--- src/blrc_pkg.sv ---
// shared widths, register indexes, item structs and helpers for the bond length range check
// no dependencies

package blrc_pkg;

  localparam int COORD_WIDTH = 24;
  localparam int ADIFF_W     = COORD_WIDTH + 1;
  localparam int SQ_W        = 2 * ADIFF_W;
  localparam int SUM_W       = SQ_W + 2;
  localparam int ROOT_W      = SUM_W / 2;
  localparam int REM_W       = ROOT_W + 2;
  localparam int LEN_W       = 26;
  localparam int LIM_SQ_W    = 2 * LEN_W;
  localparam int CMP_W       = (SUM_W > LIM_SQ_W) ? SUM_W : LIM_SQ_W;
  localparam int EXT_W       = (ROOT_W > LEN_W) ? ROOT_W : LEN_W;
  localparam int CNT_W       = 16;
  localparam int FRAME_W     = 32;
  localparam int CFG_IDX_W   = 2;
  localparam int CFG_DATA_W  = LEN_W;

  localparam logic [LEN_W-1:0] LEN_MAX = {LEN_W{1'b1}};

  localparam logic [CFG_IDX_W-1:0] REG_MIN_LENGTH       = 2'd0;
  localparam logic [CFG_IDX_W-1:0] REG_MAX_LENGTH       = 2'd1;
  localparam logic [CFG_IDX_W-1:0] REG_SITES_PER_CHAIN  = 2'd2;
  localparam logic [CFG_IDX_W-1:0] REG_CHAINS_PER_FRAME = 2'd3;

  localparam logic [LEN_W-1:0] MIN_LENGTH_RST       = 26'd4096;
  localparam logic [LEN_W-1:0] MAX_LENGTH_RST       = 26'd8192;
  localparam logic [CNT_W-1:0] SITES_PER_CHAIN_RST  = 16'd66;
  localparam logic [CNT_W-1:0] CHAINS_PER_FRAME_RST = 16'd100;
  localparam logic [CNT_W-1:0] MIN_SITES            = 16'd2;
  localparam logic [CNT_W-1:0] MIN_CHAINS           = 16'd1;

  typedef struct packed {
    logic [FRAME_W-1:0] frame;
    logic [CNT_W-1:0]   chain;
    logic [CNT_W-1:0]   bond;
  } tag_t;

  typedef struct packed {
    logic               valid;
    logic [ADIFF_W-1:0] dx;
    logic [ADIFF_W-1:0] dy;
    logic [ADIFF_W-1:0] dz;
    logic [LEN_W-1:0]   min_len;
    logic [LEN_W-1:0]   max_len;
    tag_t               tag;
  } dist_t;

  typedef struct packed {
    logic              valid;
    logic [SUM_W-1:0]  rad;
    logic [REM_W-1:0]  rem;
    logic [ROOT_W-1:0] root;
    tag_t              tag;
  } root_t;

  function automatic logic [ADIFF_W-1:0] abs_diff(input logic [COORD_WIDTH-1:0] a,
                                                  input logic [COORD_WIDTH-1:0] b);
    logic [ADIFF_W-1:0] d;
    d = {a[COORD_WIDTH-1], a} - {b[COORD_WIDTH-1], b};
    return d[ADIFF_W-1] ? (~d + ADIFF_W'(1)) : d;
  endfunction

endpackage

--- src/blrc_cell.sv ---
// one square root cell: brings down two radicand bits and settles one root bit
// depends on blrc_pkg

module blrc_cell import blrc_pkg::*; (
  input  logic  clk_i,
  input  logic  rst_ni,
  input  logic  en_i,
  input  root_t cell_i,
  output root_t cell_o
);

  logic [REM_W-1:0] r_ext;
  logic [REM_W-1:0] trial;
  logic             ge;
  root_t            cell_d, cell_q;

  assign r_ext = {cell_i.rem[REM_W-3:0], cell_i.rad[SUM_W-1 -: 2]};
  assign trial = {cell_i.root, 2'b01};
  assign ge    = (r_ext >= trial);

  always_comb begin
    cell_d.valid = cell_i.valid;
    cell_d.rad   = {cell_i.rad[SUM_W-3:0], 2'b00};
    cell_d.rem   = ge ? (r_ext - trial) : r_ext;
    cell_d.root  = {cell_i.root[ROOT_W-2:0], ge};
    cell_d.tag   = cell_i.tag;
  end

  always_ff @(posedge clk_i or negedge rst_ni) begin
    if (!rst_ni) begin
      cell_q <= '0;
    end else if (en_i) begin
      cell_q <= cell_d;
    end
  end

  assign cell_o = cell_q;

endmodule

--- config.mk ---
export PLATFORM = sky130hd
export DESIGN_NAME = blrc_cell
export DESIGN_NICKNAME = d
export VERILOG_FILES = /design/src/blrc_pkg.sv /design/src/blrc_cell.sv
export SDC_FILE = /design/constraint.sdc
export NUM_CORES = 1
export LEC_CHECK = 0
export BUFFER_PORTS_ARGS = -buffer_cell sky130_fd_sc_hd__buf_4
export CAP_MARGIN = 20
export CORE_AREA = 2 2 135 137
export CTS_CLUSTER_SIZE = 30
export DETAILED_ROUTE_END_ITERATION = 7
export DIE_AREA = 0 0 137 139
export PLACE_DENSITY = 0.77
export SLEW_MARGIN = 15
export SYNTH_ARGS = -nofsm -noshare
export SYNTH_HDL_FRONTEND = slang
export SYNTH_SLANG_ARGS = --single-unit
--- constraint.sdc ---
create_clock -name clk_i -period 1.9 [get_ports clk_i]
set_input_delay 0.285 -clock clk_i [delete_from_list [all_inputs] [get_ports clk_i]]
set_output_delay 0.285 -clock clk_i [all_outputs]
set_load 0.02 [all_outputs]
==> results.yml, run 1 <==
die:
  core-area_um2: 17700
  die-width_um: 137
  die_h_um: 139
  dieArea_um2: 19000
  rows: 49
  start_util_pct: 45.4
  pin_count: 345
power:
  power_leakage_nw: 6.10
  p_per_area_nw_per_um2: 869
  ir_drop_mv: 0.668
critical_path:
  critPathLaunchType: "input pin"
  r2r-end: "cell_o[106]$_DFFE_PN0P_"
  r2r_cells: 2
  crit_start: "cell_i[98]"
  end_kind: "flip-flop"
  r2r_start: "cell_o[106]$_DFFE_PN0P_"
  worst-setup-path-type: "in2reg"
  required_ns: 2.22
  r2r_setup_slack_ns: 1.11
  critPathMostFrequentCell: "a21oi_4"
  worstPathCellList: "buf_4, ha_4, nand4_1, a211o_1, a21oi_4, o21ai_4, a21oi_4, buf_12, buf_16, mux2i_1, a21oi_1"
  crit_fanout: 7
  crit_end: "cell_o[97]$_DFFE_PN0P_"
  crit_path_max_incr_delay_ns: 0.36
  crit_slowest_cell: "a211o_1"
  crit_arrival_ns: 2.29
routing:
  first_pass_iters: 4
  vias_per_cell: 5.12
  vias: 6836
  wl_per_cell_um: 18.6
  drt_iter0_markers: 384
  postRouteAntennaNets: 0
  drc: 0
  wirelength_um: 24800
layout:
  largest_register_ffs: 169
  synthToLayoutAreaGrowth_pct: 59.4
  nets: 1295
  post-route-cell-area_um2: 12800
  diodes: 0
  layout-drive-gt1-share_pct: 61.8
clocking:
  cts.clk_slew.worst_paths_ns: 0.08
  htree_levels: 4
  clkLatencyLatePin_ns: 0.43
  cts_tree: "built"
  clock-sinks: 169
  cts-root-buf: "clkbuf_16"
  cts_made_buffers: 17
  cts_buffer_depth: 2
grt:
  grt-ovfl-total: 0
  grtUsageTotal_pct: 25.3
  grt_max_degree: 60
  grt_pass1_wl_um: 37200
  grt_pass1_vias: 7157
  antenna_found_initial: 0
synth:
  synth_seq_area_share_pct: 52.7
  synth-edff-count: 0
  synthTopCellsByCount: "dfrtp_1, mux2_2, a21oi_1"
  synth.area.top_cells: "dfrtp_1, mux2_2, ha_1, a21oi_1, inv_1"
  syn_inst: 662
  yosysTopAreaCellShare_pct: 52.7
  synth_ff_type: "dfrtp_1"
  synth.avg_cell_area_um2: 12.1
  synthArstFlopShare_pct: 100
  synth-seq-cells: 169
  yosysTopAreaCell: "dfrtp_1"
  syn_area_um2: 8020
  yosysWarnings: 0
  yosys.cell_count.top_type: "dfrtp_1"
  synth_cell_types: 50
run_status:
  status: "complete, but fails checks"
  violations: "setup timing"
sta:
  worst_slew_pin_slew_ns: 0.492
  fin_crit_ns: 1.97
  hold_viol: 0
  max_freq_mhz: 508
  setup_violations: 17
  rsz0062_at_grt: "true"
  setup_ws_ns: -0.0700
  slew_viol_final: 0
  fin_crit_sh_pct: 104
  fin_skew_ns: 0
  slew_headroom_pct: 66.8
placement:
  gp_congestion: 0.842
  hpwl_um: 18200
  io_buffer_count: 340
  dpl-instance-area_um2: 11600
  pre_cts_slack_ns: -0.595
worst_hold_path:
  min_path_type: "in2reg"
job:
  max_cap_viol_count: 0
repair_timing:
item | CTS | global route
pin swaps | 12 | 23
buffers inserted | 5 | 7
gates cloned | 1 | 0
gates resized for setup | 39 | 34
hold buffers | 1 | 0
hold endpoints to repair | 40 | 0
endpoints found under the setup margin | 29 | 29
worst min-delay path by stage:
stage | from | endpoint | slack, ns | cells after the start
after detailed placement | rst_ni | cell_o[160]$_DFFE_PN0P_ | 0.23 | 1
after global routing | cell_i[131] | cell_o[133]$_DFFE_PN0P_ | 0.06 | 2
after floorplan | rst_ni | cell_o[0]$_DFFE_PN0P_ | -0.01 | 0
after CTS | cell_i[43] | cell_o[43]$_DFFE_PN0P_ | 0.06 | 2
final | cell_i[43] | cell_o[43]$_DFFE_PN0P_ | 0.07 | 2
after global placement | rst_ni | cell_o[160]$_DFFE_PN0P_ | 0.23 | 1
worst max-delay path, delay by kind of cell:
family | cells | cell delay [ns]
multiplexers | 1 | 0.17
AO/OA/AOI/OAI | 5 | 0.94
buffers and inverters | 3 | 0.40
AND/OR/NAND/NOR | 1 | 0.17
adder cells (fa/ha/maj) | 1 | 0.30
area by class of cell:
class,count,area (um^2)
timing repair buffer,447,3550
inverter,39,166
multi-input combinational,419,3960
sequential,169,4230
fill,1233,4870
clock buffer,18,439
clock inverter,14,154
tap,229,287
logic make-up (layout without fill, tap and decap cells):
group                    after synthesis  in the layout  synth area share [%]
AO/OA/AOI/OAI                        116            116                  9.24
other                                  1              2                0.0468
AND/OR/NAND/NOR                       93             93                  5.40
buffers and inverters                 75            518                  3.93
flip-flops                           169            169                  52.7
adder cells (fa/ha/maj)               28             28                  4.37
XOR/XNOR                              25             25                  2.73
multiplexers                         155            155                  21.5
layout by cell type, fill, tap and decap left out, types with 9 or more instances in the layout:
cell	count
mux2_2	140
a31oi_1	9
a21o_1	14
xnor2_1	16
dfrtp_1	169
buf_6	13
mux2i_1	14
nand2_1	27
clkbuf_16	17
xor2_1	9
buf_12	9
a21oi_1	36
ha_4	17
ha_1	10
inv_1	29
buf_4	422
nor2_1	30
per-stage QoR:
step | total power [mW] | utilization (%) | setup TNS, ns | hold WS (ns) | std cells
6_report | 11.1 | 72.4 | -0.519 | 0.0722 | 1335
2_1_floorplan | 5.84 | - | -6.13 | -0.0106 | 663
3_3_place_gp | 7.31 | 65.9 | -13.80 | 0.232 | 1289
4_1_cts | 11.1 | 71.1 | -0.0277 | 0.0585 | 1328
5_1_grt | 11.6 | 72.4 | -2.08 | 0.0583 | 1335
3_5_place_dp | 7.38 | 65.9 | -15.54 | 0.232 | 1289
power by group:
part | leakage, nW | switching, mW | internal [mW]
registers | 1.97 | 0.227 | 4.00
clock network | 0.297 | 1.64 | 1.91
logic | 3.84 | 1.65 | 1.68
total | 6.10 | 3.51 | 7.59
per-layer routing:
metal	share of wire, %	global-route usage [%]	wire (um)	up-vias
met5	0	0	0	-
met4	2.2	8.30	554	0
met3	7.9	8.00	1950	35
met2	52	43.8	12900	251
met1	38	29.5	9400	3353
li1	-	-	-	3197
Note: power is estimated with default switching activity, not from simulation.
==> run 2, diff against run 1 <==
- CORE_AREA: 2 2 135 137 -> 2 2 133 135
- DIE_AREA: 0 0 137 139 -> 0 0 135 137
- PLACE_DENSITY: 0.77 -> 0.79
- clock period: 1.9 -> 1.95 ns (I/O delays scaled with it)
==> run 2 against run 1 <==
  * The flow still finishes with violations (setup timing)
  * Critical path depth shrank 1
  * Utilization grew 3.8 points
  * Non-clock buffer count grew 15
  * First-iteration DRC count shrank 17%
  * Critical path type unchanged
==> results.yml, run 2 (same netlist as run 1, synthesis figures left out) <==
placement:
  dp_cells: 1295
  hpwl_um: 18300
  gp_congestion: 0.863
  dpl-instance-area_um2: 11700
  io_buffer_count: 340
sta:
  worst_slew_pin_slew_ns: 0.574
  fin_crit_ns: 2.13
  fin_skew_ns: 0
  timing.hold.ws_ns: 0.0937
  rsz0062_at_grt: "true"
  slew_viol_final: 0
  hold_viol: 0
  fin_crit_sh_pct: 109
  setup_ws_ns: -0.180
  slew_headroom_pct: 61.3
  max_freq_mhz: 470
  setup_violations: 27
routing:
  wl_per_cell_um: 19.1
  drt_iter0_markers: 317
  drc: 0
  wl_met2_um: 13600
  wirelength_um: 25700
  vias_per_cell: 5.24
  highest_layer: "met5"
  vias: 7050
  met3_length_um: 2100
  postRouteAntennaNets: 0
  wl_met1_um: 9200
  first_pass_iters: 5
power:
  combPwrFrac_pct: 30.2
  p_switching_mw: 3.43
  swShare_pct: 30.9
  p_int_mw: 7.67
  power_mw: 11.1
  p_per_area_nw_per_um2: 855
  pwr-share-clk_pct: 32.8
  ir_drop_mv: 0.633
  power_leakage_nw: 6.21
  p_seq_share_pct: 37.0
die:
  core-area_um2: 17100
  rows: 48
  die-width_um: 135
  start_util_pct: 47.0
  pin_count: 345
  dieArea_um2: 18500
  die_h_um: 137
critical_path:
  critPathMostFrequentCell: "buf_6"
  crit_slowest_cell: "nor4_4"
  worst-setup-path-type: "in2reg"
  required_ns: 2.27
  crit_arrival_ns: 2.45
  crit_path_max_incr_delay_ns: 0.42
  worstPathCellList: "buf_6, ha_4, and4_4, nand4_1, nor4_4, a2111oi_4, a21oi_4, buf_6, mux2i_1, mux2_4"
  crit_start: "cell_i[104]"
  crit_fanout: 7
  end_kind: "flip-flop"
  r2r_start: "cell_o[91]$_DFFE_PN0P_"
  critPathLaunchType: "input pin"
clocking:
  htree_levels: 4
  clock-sinks: 169
  cts_tree: "built"
  cts_made_buffers: 17
  clkLatencyLatePin_ns: 0.42
  cts_buffer_depth: 2
  cts-root-buf: "clkbuf_16"
  cts.clk_slew.worst_paths_ns: 0.07
layout:
  largest_register_ffs: 169
  synthToLayoutAreaGrowth_pct: 62.1
  mostFrequentLayoutCell: "buf_4"
  mostFrequentLayoutCells: "buf_4, dfrtp_1, mux2_2"
  nets: 1310
  layout-drive-gt1-share_pct: 63.7
  instances_no_fill: 1345
  post-route-cell-area_um2: 13000
  diodes: 0
grt:
  antenna_found_initial: 1
  grt_pass1_wl_um: 37000
  grtUsageTotal_pct: 25.7
  grt_max_degree: 43
  grt_pass1_vias: 7174
  grt-ovfl-total: 0
run_status:
  status: "complete, but fails checks"
  violations: "setup timing"
job:
  max_cap_viol_count: 0
worst_hold_path:
  min-delay-start: "cell_i[128]"
  min_path_type: "in2reg"
run 2: area by class of cell:
cell class	instances	area, um^2
clock buffers	18	439
clock inverters	13	181
fillers	1074	4060
inverters	39	174
multi-input cells	419	4010
flip-flops and latches	169	4230
well taps	225	282
repair buffers	462	3680
run 2: timing repair:
item | CTS | global route
endpoints found under the hold margin | 32 | 0
resized for setup | 44 | 63
buffers inserted | 7 | 11
setup endpoints to repair | 23 | 29
gates cloned | 0 | 1
pin swaps | 10 | 45
hold buffers | 1 | 0
run 2: path summary, 6_finish.rpt:
path                                      endpoint  slack, ns  cells after the start
hold reg to reg            cell_o[111]$_DFFE_PN0P_       0.50                      1
setup / recovery            cell_o[91]$_DFFE_PN0P_      -0.18                     10
min in group asynchronous  cell_o[163]$_DFFE_PN0P_       0.34                      2
max in group asynchronous  cell_o[160]$_DFFE_PN0P_       0.99                      3
hold / removal             cell_o[130]$_DFFE_PN0P_       0.09                      2
setup reg to reg            cell_o[91]$_DFFE_PN0P_       1.15                      1
run 2: power by group through the flow:
stage	clock [mW]	sequential, mW	combinational, mW
floorplan	0	4.65	1.04
global placement	0	4.15	2.97
detailed placement	0	4.17	3.03
CTS	3.70	4.11	3.13
global route	3.83	4.16	3.54
finish	3.64	4.12	3.35
run 2: worst max-delay path, delay by kind of cell:
family                     cells  cell delay (ns)
and+or+nand+nor                3             0.85
AOI/OAI and AO/OA              2             0.39
adders and majority gates      1             0.26
buffers and inverters          2             0.29
muxes                          2             0.36
run 2: metrics by stage:
stage          util (%)  TNS, ns  setup WS (ns)
4_1_cts            74.0   -0.119        -0.0390
5_1_grt            76.2    -2.98         -0.211
3_3_place_gp       68.6   -12.07         -0.499
6_report           76.2    -2.17         -0.180
2_1_floorplan         -    -4.90         -0.225
3_5_place_dp       68.6   -13.32         -0.542
run 2: routing by layer:
layer / GRT usage [%] / vias up
li1: - / 3227
met1: 29.7 / 3440
met2: 44.8 / 317
met3: 9.04 / 64
met4: 8.33 / 2
met5: 0 / -
